<file path="src/sv/hvps_pkg.sv">
// ----------------------------------------------------------------------------
// hvps_pkg
// shared types, codes, reset values and the feedback check for the
// high-voltage precharge sequencer
// ----------------------------------------------------------------------------
package hvps_pkg;

    // width of the millisecond time base, all time arithmetic wraps here
    localparam int TIME_BITS = 32;
    localparam int MON_BITS  = 17;
    localparam int CFG_DATA_BITS = 16;
    localparam int CFG_INDEX_BITS = 3;

    // item kinds
    localparam logic OP_TICK    = 1'b0;
    localparam logic OP_REQUEST = 1'b1;

    // configuration register indexes
    localparam logic [CFG_INDEX_BITS-1:0] CFG_BYPASS_CHECKS    = 3'd0;
    localparam logic [CFG_INDEX_BITS-1:0] CFG_BYPASS_DISCHARGE = 3'd1;
    localparam logic [CFG_INDEX_BITS-1:0] CFG_CONTACTOR_DELAY  = 3'd2;
    localparam logic [CFG_INDEX_BITS-1:0] CFG_PRECHARGE_TIME   = 3'd3;
    localparam logic [CFG_INDEX_BITS-1:0] CFG_DEBOUNCE         = 3'd4;
    localparam logic [CFG_INDEX_BITS-1:0] CFG_LOCKOUT          = 3'd5;
    localparam logic [CFG_INDEX_BITS-1:0] CFG_MONITOR_PERIOD   = 3'd6;

    // configuration reset values
    localparam logic [15:0] RST_CONTACTOR_DELAY = 16'd250;
    localparam logic [15:0] RST_PRECHARGE_TIME  = 16'd3000;
    localparam logic [15:0] RST_DEBOUNCE        = 16'd250;
    localparam logic [15:0] RST_LOCKOUT         = 16'd15000;
    localparam logic [15:0] RST_MONITOR_PERIOD  = 16'd10000;

    // expected feedback patterns: bit0 discharge, bit1 air neg, bit2 air pos,
    // bit3 precharge
    localparam logic [3:0] EXP_ALL_OPEN = 4'h0;
    localparam logic [3:0] EXP_NEG      = 4'h3;
    localparam logic [3:0] EXP_PRE      = 4'hB;
    localparam logic [3:0] EXP_ALL      = 4'hF;
    localparam logic [3:0] EXP_MAINS    = 4'h7;

    // contactor command bits
    localparam int CMD_NEG_BIT = 0;
    localparam int CMD_POS_BIT = 1;
    localparam int CMD_PRE_BIT = 2;

    typedef enum logic [4:0] {
        ST_RX       = 5'd0,
        ST_START    = 5'd1,
        ST_OPEN_ALL = 5'd2,
        ST_SW_NEG   = 5'd3,
        ST_WAIT_NEG = 5'd4,
        ST_CHK_NEG  = 5'd5,
        ST_SW_PRE   = 5'd6,
        ST_WAIT_PRE = 5'd7,
        ST_CHK_PRE  = 5'd8,
        ST_VER_CUR  = 5'd9,
        ST_VER_BUS  = 5'd10,
        ST_SW_POS   = 5'd11,
        ST_WAIT_POS = 5'd12,
        ST_CHK_POS  = 5'd13,
        ST_PRE_OFF  = 5'd14,
        ST_WAIT_OFF = 5'd15,
        ST_CHK_OFF  = 5'd16,
        ST_DONE     = 5'd17,
        ST_FAULT    = 5'd18,
        ST_KILL     = 5'd19
    } seq_code_t;

    typedef struct packed {
        logic        bypass_checks;
        logic        bypass_discharge;
        logic [15:0] settle_delay_ms;
        logic [15:0] precharge_time_ms;
        logic [15:0] debounce_ms;
        logic [15:0] lockout_ms;
        logic [15:0] monitor_period;
    } cfg_t;

    typedef struct packed {
        logic       operation;
        logic [3:0] pins;
        logic       current_ok;
        logic       bus_voltage_ok;
        logic [7:0] request_value;
    } item_t;

    typedef struct packed {
        seq_code_t                        seq_code;
        logic [TIME_BITS-1:0]             now_ms;
        logic [TIME_BITS-1:0]             wait_start;
        logic [TIME_BITS-1:0]             recheck_mark;
        logic [TIME_BITS-1:0]             ignore_until;
        logic [MON_BITS-1:0]              monitor_count;
        logic [3:0]                       feedback_latched;
        logic [3:0]                       debounce_pending;
        logic [3:0][TIME_BITS-1:0]        debounce_start;
        logic [3:0]                       prev_pin_levels;
        logic [2:0]                       contactor_cmds;
    } seq_state_t;

    typedef struct packed {
        logic       pass;
        logic       raise;
        logic       clear;
        logic [3:0] bits;
    } chk_t;

    typedef struct packed {
        logic [4:0] seq_state;
        logic       close_air_neg;
        logic       close_air_pos;
        logic       close_precharge;
        logic       mismatch_raise;
        logic       mismatch_clear;
        logic [3:0] mismatch_bits;
        logic [3:0] feedback_levels;
    } result_t;

    // compare latched feedback against an expected pattern
    function automatic chk_t hvps_check(
        input logic [3:0] latched,
        input logic [3:0] expect_bits,
        input logic       bypass_dis,
        input logic       bypass_chk
    );
        chk_t       c;
        logic [3:0] diff;
        diff = latched ^ expect_bits;
        if (bypass_dis)
        begin
            diff[0] = 1'b0;
        end
        c.pass  = (diff == 4'h0) || bypass_chk;
        c.raise = !c.pass;
        c.clear = c.pass;
        c.bits  = c.pass ? 4'h0 : diff;
        return c;
    endfunction

endpackage

</file>
<file path="src/sv/hv_precharge_sequencer_top.sv">
// ----------------------------------------------------------------------------
// hv_precharge_sequencer_top
// battery precharge sequencer with contactor feedback debounce, start/stop
// requests and a lockout window
// ----------------------------------------------------------------------------
// Each item is a one-millisecond tick (operation 0) carrying the raw contactor
// feedback pins and the current/bus-voltage flags, or a start/stop request
// frame (operation 1). Every item gives exactly one result item with the state
// code after the item, the contactor commands, the outcome of any feedback
// check made on that item and the latched feedback levels. The block takes one
// item per clock cycle while out_stall is low; an item is registered on entry,
// goes through one pass of the step logic and lands in the result register,
// and the result register lets a new item come in while an earlier result is
// still stalled. Out of reset the sequence state is fault, which moves to kill
// on the first tick; a start request then begins the precharge sequence.
// Configuration is written through cfg_write_en / cfg_index / cfg_data and is
// meant to change only while no item is in flight.
// ----------------------------------------------------------------------------
module hv_precharge_sequencer_top (
    input  logic                                 clk,
    input  logic                                 rst_n,

    // configuration write port
    input  logic                                 cfg_write_en,
    input  logic [hvps_pkg::CFG_INDEX_BITS-1:0]  cfg_index,
    input  logic [hvps_pkg::CFG_DATA_BITS-1:0]   cfg_data,

    // item input channel
    input  logic                                 in_valid,
    output logic                                 in_stall,
    input  logic                                 operation,
    input  logic                                 pin_discharge,
    input  logic                                 pin_air_neg,
    input  logic                                 pin_air_pos,
    input  logic                                 pin_precharge,
    input  logic                                 current_ok,
    input  logic                                 bus_voltage_ok,
    input  logic [7:0]                           request_value,

    // result channel
    output logic                                 out_valid,
    input  logic                                 out_stall,
    output logic [4:0]                           seq_state,
    output logic                                 close_air_neg,
    output logic                                 close_air_pos,
    output logic                                 close_precharge,
    output logic                                 mismatch_raise,
    output logic                                 mismatch_clear,
    output logic [3:0]                           mismatch_bits,
    output logic [3:0]                           feedback_levels
);
    import hvps_pkg::*;

    // configuration registers
    cfg_t       cfg_reg;

    // input stage
    logic       in_valid_reg;
    item_t      item_reg;

    // sequencer state, updated when an item moves into the result register
    seq_state_t state_reg;
    seq_state_t state_next;

    // result stage
    logic       out_valid_reg;
    result_t    result_reg;
    result_t    result_next;

    logic       accept;
    logic       advance;

    // the input stage moves on whenever the result register is empty or drains
    assign advance  = in_valid_reg && (!out_valid_reg || !out_stall);
    assign in_stall = in_valid_reg && !advance;
    assign accept   = in_valid && !in_stall;

    // configuration writes, out-of-range indexes are dropped
    always_ff @(posedge clk or negedge rst_n)
    begin
        if (!rst_n)
        begin
            cfg_reg.bypass_checks      <= 1'b1;
            cfg_reg.bypass_discharge   <= 1'b1;
            cfg_reg.settle_delay_ms    <= RST_CONTACTOR_DELAY;
            cfg_reg.precharge_time_ms  <= RST_PRECHARGE_TIME;
            cfg_reg.debounce_ms        <= RST_DEBOUNCE;
            cfg_reg.lockout_ms         <= RST_LOCKOUT;
            cfg_reg.monitor_period     <= RST_MONITOR_PERIOD;
        end
        else if (cfg_write_en)
        begin
            unique case (cfg_index)
                CFG_BYPASS_CHECKS:    cfg_reg.bypass_checks      <= cfg_data[0];
                CFG_BYPASS_DISCHARGE: cfg_reg.bypass_discharge   <= cfg_data[0];
                CFG_CONTACTOR_DELAY:  cfg_reg.settle_delay_ms    <= cfg_data;
                CFG_PRECHARGE_TIME:   cfg_reg.precharge_time_ms  <= cfg_data;
                CFG_DEBOUNCE:         cfg_reg.debounce_ms        <= cfg_data;
                CFG_LOCKOUT:          cfg_reg.lockout_ms         <= cfg_data;
                CFG_MONITOR_PERIOD:   cfg_reg.monitor_period     <= cfg_data;
                default:              cfg_reg                    <= cfg_reg;
            endcase
        end
    end

    // one pass of the sequencer for the item in the input stage
    hvps_step u_step (
        .state      (state_reg),
        .cfg        (cfg_reg),
        .item       (item_reg),
        .state_next (state_next),
        .result     (result_next)
    );

    // handshake control and sequencer state
    always_ff @(posedge clk or negedge rst_n)
    begin
        if (!rst_n)
        begin
            in_valid_reg  <= 1'b0;
            out_valid_reg <= 1'b0;
            state_reg     <= '{seq_code: ST_FAULT, default: '0};
        end
        else
        begin
            in_valid_reg  <= accept || (in_valid_reg && !advance);
            out_valid_reg <= advance || (out_valid_reg && out_stall);
            if (advance)
            begin
                state_reg <= state_next;
            end
        end
    end

    // payload registers
    always_ff @(posedge clk)
    begin
        if (accept)
        begin
            item_reg.operation      <= operation;
            item_reg.pins           <= {pin_precharge, pin_air_pos, pin_air_neg, pin_discharge};
            item_reg.current_ok     <= current_ok;
            item_reg.bus_voltage_ok <= bus_voltage_ok;
            item_reg.request_value  <= request_value;
        end
        if (advance)
        begin
            result_reg <= result_next;
        end
    end

    assign out_valid       = out_valid_reg;
    assign seq_state       = result_reg.seq_state;
    assign close_air_neg   = result_reg.close_air_neg;
    assign close_air_pos   = result_reg.close_air_pos;
    assign close_precharge = result_reg.close_precharge;
    assign mismatch_raise  = result_reg.mismatch_raise;
    assign mismatch_clear  = result_reg.mismatch_clear;
    assign mismatch_bits   = result_reg.mismatch_bits;
    assign feedback_levels = result_reg.feedback_levels;

endmodule

</file>
<file path="src/sv/hvps_step.sv">
// ----------------------------------------------------------------------------
// hvps_step
// one item of work: debounce update and one sequencer step on a tick, or
// start/stop handling on a request frame
// ----------------------------------------------------------------------------
module hvps_step (
    input  hvps_pkg::seq_state_t state,
    input  hvps_pkg::cfg_t       cfg,
    input  hvps_pkg::item_t      item,
    output hvps_pkg::seq_state_t state_next,
    output hvps_pkg::result_t    result
);
    import hvps_pkg::*;

    always_comb
    begin
        seq_state_t           st;
        chk_t                 chk;
        logic [TIME_BITS-1:0] since_wait;
        logic [TIME_BITS-1:0] since_recheck;
        logic [TIME_BITS-1:0] since_edge;
        logic [TIME_BITS-1:0] since_lock;
        logic [TIME_BITS-1:0] cdelay;
        logic                 edge_seen;

        st            = state;
        chk           = '0;
        since_wait    = '0;
        since_recheck = '0;
        since_edge    = '0;
        since_lock    = '0;
        cdelay        = TIME_BITS'(cfg.settle_delay_ms);
        edge_seen     = 1'b0;

        if (item.operation == OP_TICK)
        begin
            st.now_ms = state.now_ms + TIME_BITS'(1);

            // edge latch, then debounce resample, per pin
            for (int i = 0; i < 4; i++)
            begin
                edge_seen = (item.pins[i] != state.prev_pin_levels[i])
                            && !state.debounce_pending[i];
                if (edge_seen)
                begin
                    st.feedback_latched[i] = item.pins[i];
                    st.debounce_pending[i] = 1'b1;
                    st.debounce_start[i]   = st.now_ms;
                end
                st.prev_pin_levels[i] = item.pins[i];
                since_edge = st.now_ms - st.debounce_start[i];
                if (st.debounce_pending[i] && (since_edge >= TIME_BITS'(cfg.debounce_ms)))
                begin
                    st.feedback_latched[i] = item.pins[i];
                    st.debounce_pending[i] = 1'b0;
                end
            end

            since_wait    = st.now_ms - st.wait_start;
            since_recheck = st.now_ms - st.recheck_mark;

            unique case (state.seq_code)
                ST_RX:
                begin
                    st.seq_code   = ST_START;
                    st.wait_start = '0;
                end
                ST_START:
                begin
                    st.contactor_cmds = 3'b000;
                    st.seq_code       = ST_OPEN_ALL;
                end
                ST_OPEN_ALL:
                begin
                    chk = hvps_check(st.feedback_latched, EXP_ALL_OPEN,
                                     cfg.bypass_discharge, cfg.bypass_checks);
                    if (chk.pass)
                    begin
                        st.seq_code = ST_SW_NEG;
                    end
                end
                ST_SW_NEG:
                begin
                    st.contactor_cmds[CMD_NEG_BIT] = 1'b1;
                    st.wait_start = st.now_ms;
                    st.seq_code   = ST_WAIT_NEG;
                end
                ST_WAIT_NEG:
                begin
                    if (since_wait >= cdelay)
                    begin
                        st.seq_code = ST_CHK_NEG;
                    end
                end
                ST_CHK_NEG:
                begin
                    chk = hvps_check(st.feedback_latched, EXP_NEG,
                                     cfg.bypass_discharge, cfg.bypass_checks);
                    st.seq_code = chk.pass ? ST_SW_PRE : ST_FAULT;
                end
                ST_SW_PRE:
                begin
                    st.contactor_cmds[CMD_PRE_BIT] = 1'b1;
                    st.wait_start   = st.now_ms;
                    st.recheck_mark = st.now_ms;
                    st.seq_code     = ST_WAIT_PRE;
                end
                ST_WAIT_PRE:
                begin
                    priority if (since_wait >= TIME_BITS'(cfg.precharge_time_ms))
                    begin
                        st.seq_code = ST_CHK_PRE;
                    end
                    else if ((since_recheck >= cdelay) && !cfg.bypass_checks)
                    begin
                        st.recheck_mark = state.recheck_mark + cdelay;
                        chk = hvps_check(st.feedback_latched, EXP_PRE,
                                         cfg.bypass_discharge, cfg.bypass_checks);
                        if (!chk.pass)
                        begin
                            st.seq_code = ST_FAULT;
                        end
                    end
                    else
                    begin
                        st.seq_code = ST_WAIT_PRE;
                    end
                end
                ST_CHK_PRE:
                begin
                    chk = hvps_check(st.feedback_latched, EXP_PRE,
                                     cfg.bypass_discharge, cfg.bypass_checks);
                    st.seq_code = chk.pass ? ST_VER_CUR : ST_FAULT;
                end
                ST_VER_CUR:
                begin
                    st.seq_code = (item.current_ok || cfg.bypass_checks) ? ST_VER_BUS : ST_FAULT;
                end
                ST_VER_BUS:
                begin
                    st.seq_code = (item.bus_voltage_ok || cfg.bypass_checks) ? ST_SW_POS
                                                                              : ST_FAULT;
                end
                ST_SW_POS:
                begin
                    st.contactor_cmds[CMD_POS_BIT] = 1'b1;
                    st.wait_start = st.now_ms;
                    st.seq_code   = ST_WAIT_POS;
                end
                ST_WAIT_POS:
                begin
                    if (since_wait >= cdelay)
                    begin
                        st.seq_code = ST_CHK_POS;
                    end
                end
                ST_CHK_POS:
                begin
                    chk = hvps_check(st.feedback_latched, EXP_ALL,
                                     cfg.bypass_discharge, cfg.bypass_checks);
                    st.seq_code = chk.pass ? ST_PRE_OFF : ST_FAULT;
                end
                ST_PRE_OFF:
                begin
                    st.contactor_cmds[CMD_PRE_BIT] = 1'b0;
                    st.wait_start = st.now_ms;
                    st.seq_code   = ST_WAIT_OFF;
                end
                ST_WAIT_OFF:
                begin
                    if (since_wait >= cdelay)
                    begin
                        st.seq_code = ST_CHK_OFF;
                    end
                end
                ST_CHK_OFF:
                begin
                    chk = hvps_check(st.feedback_latched, EXP_MAINS,
                                     cfg.bypass_discharge, cfg.bypass_checks);
                    st.seq_code = chk.pass ? ST_DONE : ST_FAULT;
                end
                ST_DONE:
                begin
                    if (state.monitor_count > MON_BITS'(cfg.monitor_period))
                    begin
                        st.monitor_count = '0;
                        chk = hvps_check(st.feedback_latched, EXP_MAINS,
                                         cfg.bypass_discharge, cfg.bypass_checks);
                        if (!chk.pass)
                        begin
                            st.seq_code = ST_KILL;
                        end
                    end
                    else
                    begin
                        st.monitor_count = state.monitor_count + MON_BITS'(1);
                    end
                end
                ST_FAULT:
                begin
                    st.wait_start = '0;
                    st.seq_code   = ST_KILL;
                end
                ST_KILL:
                begin
                    st.contactor_cmds = 3'b000;
                end
                default:
                begin
                    st.seq_code = ST_FAULT;
                end
            endcase
        end
        else
        begin
            // request frame: time stands still, pins are ignored
            if (item.request_value != 8'd0)
            begin
                since_lock = state.now_ms - state.ignore_until;
                if ((state.seq_code == ST_KILL) && !since_lock[TIME_BITS-1])
                begin
                    st.seq_code     = ST_RX;
                    st.ignore_until = state.now_ms + TIME_BITS'(cfg.lockout_ms);
                end
            end
            else
            begin
                st.seq_code     = ST_KILL;
                st.ignore_until = '0;
            end
        end

        state_next             = st;
        result.seq_state       = 5'(st.seq_code);
        result.close_air_neg   = st.contactor_cmds[CMD_NEG_BIT];
        result.close_air_pos   = st.contactor_cmds[CMD_POS_BIT];
        result.close_precharge = st.contactor_cmds[CMD_PRE_BIT];
        result.mismatch_raise  = chk.raise;
        result.mismatch_clear  = chk.clear;
        result.mismatch_bits   = chk.bits;
        result.feedback_levels = st.feedback_latched;
    end

endmodule
</file>
<file path="config.mk">
export PLATFORM = sky130hd
export DESIGN_NAME = hv_precharge_sequencer_top
export DESIGN_NICKNAME = d
export VERILOG_FILES = /design/src/sv/hvps_pkg.sv /design/src/sv/hv_precharge_sequencer_top.sv /design/src/sv/hvps_step.sv
export SDC_FILE = /design/constraint.sdc
export NUM_CORES = 2
export LEC_CHECK = 0
export ABC_CLOCK_PERIOD_IN_PS = 11200
export BUFFER_PORTS_ARGS = -buffer_cell sky130_fd_sc_hd__buf_2
export CELL_PAD_IN_SITES_DETAIL_PLACEMENT = 0
export CELL_PAD_IN_SITES_GLOBAL_PLACEMENT = 1
export CORE_MARGIN = 2
export CORE_UTILIZATION = 50
export DETAILED_ROUTE_END_ITERATION = 6
export GPL_TIMING_DRIVEN = 0
export HOLD_SLACK_MARGIN = 0.02
export PLACE_DENSITY = 0.92
export SLEW_MARGIN = 20
export SYNTH_ARGS = -nofsm -noshare
export SYNTH_HDL_FRONTEND = slang
export SYNTH_SLANG_ARGS = --single-unit
export TNS_END_PERCENT = 100
</file>
<file path="constraint.sdc">
create_clock -name clk -period 11.2 [get_ports clk]
set_clock_uncertainty 0.05 [all_clocks]
set_input_delay 0.56 -clock clk [delete_from_list [all_inputs] [get_ports clk]]
set_output_delay 0.56 -clock clk [all_outputs]
set_load 0.03 [all_outputs]
</file>
**After elaboration in Yosys (flattened, before gate mapping)**

Cells that the tools add are included.

- Logic and storage cells: 258
- Output and inout port bits: 20
- Flip-flop bits (word level): 410

- $lt $le $gt $ge: 8
- Bitwise logic cells: 5
- Muxes and demuxes: 95
- Add/sub/neg operators: 11
- Equal/unequal tests: 32
- Reductions and logical operators: 71

Operators with widths:

| operator | number |
|---|---|
| $mux 32 | 12 |
| $ge 32x16->1 | 7 |
| $sub 32x32->32 | 7 |
| $mux 143 | 1 |
| $pmux 32 s2 | 2 |
| $pmux 5 s20 | 1 |
| $mux 5 | 17 |
| $add 32x16->32 | 2 |
| $mux 1 | 46 |
| $pmux 6 s7 | 1 |
| $eq 5x4->1 const B | 8 |
| $add 32x1->32 const B | 1 |
| $logic_not 4->1 | 7 |
| $mux 4 | 7 |
| $eq 5x3->1 const B | 4 |
| $eq 5x5->1 const B | 4 |
| $mux 6 | 3 |
| $add 17x1->17 const B | 1 |
| $gt 17x16->1 | 1 |
| $logic_not 1->1 | 17 |
| $mux 17 | 1 |
| $reduce_and 2->1 | 8 |
| $logic_and 1x1->1 | 14 |
| $logic_or 1x1->1 | 12 |
| 23 further kinds | 38 |

**Longest topological paths before layout**

- Depth after elaboration: 22
- Depth in mapped cells: 39
- Gate-level depth less buffers: 33

**Hierarchy**

From an unflattened synthesis, not the netlist that was laid out.

- Cell total of the unflattened synthesis: 5278
- Area total of the unflattened synthesis: 44259.9 µm²

By module, submodules not included:

| module | instances | cells an instance | area each (µm²) |
|---|---|---|---|
| hvps_step | 1 | 4440 | 28971.5 |
| hv_precharge_sequencer_top | 1 | 838 | 15288.4 |

**Least setup slack after synthesis**

OpenSTA, ideal clock, no wires.

- Path type: register to register
- Start point: register item_reg[11] (netlist name)
- End point: register result_reg, in the netlist mismatch_bits[1] (data pin)
- Buffers on the path: 5
- Arrival: 8.310 ns
- Cell stages (with the launch flop): 34
- Setup slack: 2.569 ns
- Cell sequence: edfxtp_1 xnor2_1 or2_2 clkbuf_1 clkbuf_1 clkbuf_1 buf_1 buf_1 o21ai_0 ha_1 fa_1 nor2b_1 o21ai_0 o211ai_1 o22ai_1 a221o_1 a31oi_1 a31oi_1 xor2_1 ha_1 a21o_1 a221oi_1 o221ai_1 a2111oi_0 o311a_1 nand4_1 or4_1 or4_1 nor3_2 mux2_4 or3_1 o211ai_1 and4b_1 a211oi_2

- Cells in the longest elaborated chain, start to end: 16
- Elaborated cells between the ends (all ways): 41
- Those cells by class: add/sub: 1; order compare: 1; eq/ne: 1; mux: 18; bitwise: 4; reduce/logical: 16

RTL lines:

| what | RTL line | RTL |
|---|---|---|
| from (decl) | hv_precharge_sequencer_top.sv:59 | `item_t item_reg;` |
| $ne 1x1->1 | hvps_step.sv:42 | `edge_seen = (item.pins[i] != state.prev_pin_levels[i])` |
| $logic_and 1x1->1 | hvps_step.sv:43 | `&& !state.debounce_pending[i];` |
| $mux 32 | hvps_step.sv:44 | `if (edge_seen)` |
| $mux 32 | hvps_step.sv:35 | `if (item.operation == OP_TICK)` |
| $sub 32x32->32 | hvps_step.sv:51 | `since_edge = st.now_ms - st.debounce_start[i];` |
| $ge 32x16->1 | hvps_step.sv:52 | `if (st.debounce_pending[i] && (since_edge >= TIME_BITS'(cfg.debounce_ms)))` |
| $logic_and 1x1->1 | hvps_step.sv:52 |  |
| $mux 1 (*) | hvps_step.sv:52 |  |
| $mux 1 (*) | hvps_step.sv:35 |  |
| $not 3->3 (no line) | -- |  |
| $logic_not 4->1 | hvps_pkg.sv:134 | `c.pass = (diff == 4'h0) \|\| bypass_chk;` |
| $logic_or 1x1->1 | hvps_pkg.sv:134 |  |
| $mux 4 | hvps_pkg.sv:137 | `c.bits = c.pass ? 4'h0 : diff;` |
| $mux 6 | hvps_step.sv:114 | `else if ((since_recheck >= cdelay) && !cfg.bypass_checks)` |
| $mux 6 | hvps_step.sv:110 | `priority if (since_wait >= TIME_BITS'(cfg.precharge_time_ms))` |
| $pmux 6 s7 (*) | hvps_step.sv:62 | `unique case (state.seq_code)` |
| to (signal assigned) | hv_precharge_sequencer_top.sv:148 | `result_reg <= result_next;` |
| to (decl) | hv_precharge_sequencer_top.sv:67 | `result_t result_reg;` |

Every way passes the cells marked *; elsewhere a longest branch is shown, timed or not. The select of a mux whose other input is x is not followed.
A chain may end at the register's enable or synchronous reset.

==> qor.yml <==
outcome:
  status: "finished, violations left"
  violations: "design-rule violations"
timing:
  grt_setup_unrepaired: "no"
  holdWs_ns: 0.0427
  tightestPinTransition_ns: 1.28
  period_share: 0.991
  slew_headroom: 0.143
  setup-tns-final_ns: 0
  timing.final.ws_setup_ns: 0.102
  fmax_mhz: 90.1
  slew_violations: 0
  hold_viol_final: 0
  setup_viol: 0
  fin_crit_ns: 11.10
detailed_routing:
  firstDrtPassIters: 7
  vias: 41400
  routed_via_density: 6.69
  drcViolationCount: 22
  post_drt_wl_per_cell_um: 29.5
  ant_nets: 0
  drt_iter0_drc: 5334
  drt_wl_total_um: 183000
pwr:
  power.density_nw_per_um2: 251
  p_leak_nw: 18.3
  total_power_mw: 10.9
  ir_drop_uv: 273
final_layout:
  fin_nets: 5406
  stdcell_area_um2: 43400
  drive_above_1_share: 0.0834
  syn2layout_area_growth_pct: 9.85
  largest_reg_flops: 293
  stdcell_count: 6187
  fill_cells: 7573
  utilization: 0.552
synth:
  synth.area.mux_share: 0.0230
  synth_top_area_cell: "dfrtp_1"
  netlist_instances: 4960
  ys_warn_count: 0
  synth_area_um2: 39500
  synthAdderAreaFrac: 0.106
  synth_top_cells_by_area: "dfrtp_1 (22%), ha_1 (8.6%), o21ai_0 (5.6%)"
  syn-num-nets: 5279
  synth_edf_count: 33
  synth_compound_area_frac: 0.264
  synth_seq_cells: 410
  yosysSeqAreaShare: 0.265
  synth_cell_types: 110
  async_reset_ff_frac: 0.920
  yosysTopAreaCellShare: 0.217
  ys.flop_type: "dfrtp_1"
  synth-simple-area-share: 0.200
  synth_xor_area_frac: 0.0865
  syn_area_per_cell_um2: 7.97
  synth_top_family_by_area: "compound AO/OA/AOI/OAI gates"
critical_path:
  max_stage_delay_ns: 0.94
  critPathLaunchType: "flip-flop"
  crit_type: "flip-flop to flip-flop"
  rr_endpoint: "state_reg[292]"
  startpoint: "state_reg[256]"
  r2r-start: "state_reg[256]"
  worstSetupEndpointType: "flip-flop"
  slowest_stage: "dfrtp_1"
  crit_required_ns: 11.71
  crit_path_end: "state_reg[292]"
  ff2ff_setup_slack_ns: 0.10
  worstPathArrival_ns: 11.61
  crit_fanout: 10
  reg2reg_depth: 32
worst_hold_path:
  hp-class: "input port to flip-flop"
cts:
  clock_latency_ns: 0.65
  clk_pin_slew_worst_paths_ns: 0.07
  cts_tree: "done"
  root_buffer: "clkbuf_16"
  numCtsBuffers: 52
  clk_path_buf_depth: 3
  clock-sinks: 410
  cts_max_level: 2
global_route:
  first_global_vias: 38100
  grt_pass1_wl_um: 262000
  grt_max_degree: 91
  globalRouteTotalUtil: 0.437
  antenna_found_initial: 12
  grt-ovfl-total: 0
place:
  io_buffers: 56
  place_inst: 6085
  place_ws_ns: -1.82
  dpl_cell_area_um2: 41500
  hpwl_um: 144000
  routabilityCongestion: 1.06
floorplanning:
  die-area_um2: 81300
  placementRows: 103
  die_h_um: 285
  die_x_um: 285
  core_area_um2: 78600
  io_pins: 59
  initial_core_util: 0.503
flow_run:
  max_cap_viol_count: 0
-- synth_stat cells, types with 18 or more instances --
cell type,count
o21ai_0,444
o22ai_1,33
inv_1,286
a31oi_1,57
o2111ai_1,26
mux2i_1,25
nor2b_1,45
dfstp_2,35
a221oi_1,18
maj3_1,60
nor4_1,48
dfrtp_1,342
mux2_2,57
or4_1,20
ha_1,272
and2_1,51
xor2_1,73
clkbuf_1,212
xnor2_1,186
buf_2,31
a21o_1,114
nand2b_1,64
a2111oi_0,26
nand3_1,142
o21bai_1,30
or2_2,26
o221ai_1,22
nor2_1,411
o21a_1,40
xnor3_1,50
or3_1,30
a21boi_0,27
nand4_1,69
a22oi_1,19
a21oi_1,349
o311ai_0,18
buf_1,35
nor3b_1,18
o31ai_1,56
nand2_1,523
nor3_1,95
edfxtp_1,33
o211ai_1,47
a211oi_1,50
and3_1,37
-- worst max-delay path, delay by kind of cell (launching register included) --
kind / cells / cell delay, ns
AO/OA/AOI/OAI: 12 / 3.23
AND/OR/NAND/NOR: 10 / 2.99
buffers and inverters: 3 / 1.40
adder cells (fa/ha/maj): 3 / 1.14
flip-flops: 1 / 0.94
multiplexers: 2 / 0.70
XOR/XNOR: 2 / 0.52
-- where the power goes --
part / internal [mW] / switching (mW)
Sequential: 1.81 / 0.287
Combinational: 2.71 / 4.33
Clock: 1.01 / 0.764
-- cells in the final DEF, fill, tap and decap left out, types with 56 or more instances in the layout --
master	n
xnor2_1	178
nand2_1	522
nand2b_1	64
mux2_2	57
clkbuf_1	211
inv_1	286
ha_1	272
dfrtp_1	342
o21ai_0	442
o31ai_1	56
nand3_1	142
a31oi_1	57
maj3_1	60
nor2_1	407
a21o_1	114
nor3_1	92
buf_2	89
nand4_1	69
xor2_1	67
a21oi_1	349
-- final cells by class --
type,instances,area (um^2),share of cell area
antenna,7,17.5,0.000404
buffer,281,1160,0.0268
clock buffer,77,1480,0.0340
clock inverter,20,248,0.00571
inverter,292,1100,0.0253
multi-input combinational,3972,27000,0.622
sequential,410,10500,0.241
tap,1050,1310,0.0303
timing repair buffer,78,614,0.0142
-- how the worst min path moves through the flow --
stage,start,depth (start not counted),endpoint
after CTS,request_value[5],1,item_reg[5]
final,request_value[5],1,item_reg[5]
after detailed placement,state_reg[165],2,state_reg[165]
after global routing,request_value[5],1,item_reg[5]
after floorplan,rst_n,0,cfg_reg[0]
after global placement,state_reg[179],2,state_reg[179]
-- per-layer routing --
metal | wire, um | track usage | up-vias | part of all wire
li1 | - | - | 18400 | -
met1 | 74100 | 0.583 | 20100 | 0.41
met2 | 73900 | 0.626 | 2361 | 0.41
met3 | 22200 | 0.136 | 477 | 0.12
met4 | 12200 | 0.245 | 10 | 0.067
met5 | 73 | 0 | - | 0.00040
-- logic make-up after synthesis --
| kind of cell | count (synthesis) |
|---|---|
| multiplexers | 83 |
| flip-flops | 410 |
| AND/OR/NAND/NOR | 1646 |
| buffers and inverters | 578 |
| adder cells (fa/ha/maj) | 341 |
| AO/OA/AOI/OAI | 1592 |
| XOR/XNOR | 310 |
-- repair_timing --
action                                  CTS  global route
resized for setup                        18            17
cloned                                    0             0
buffers inserted                          1             1
hold buffers                              1             0
endpoints found under the hold margin    43             0
endpoints found under the setup margin   20            14
pin swaps                                 0             1
Note: power is estimated with default switching activity, not from simulation.
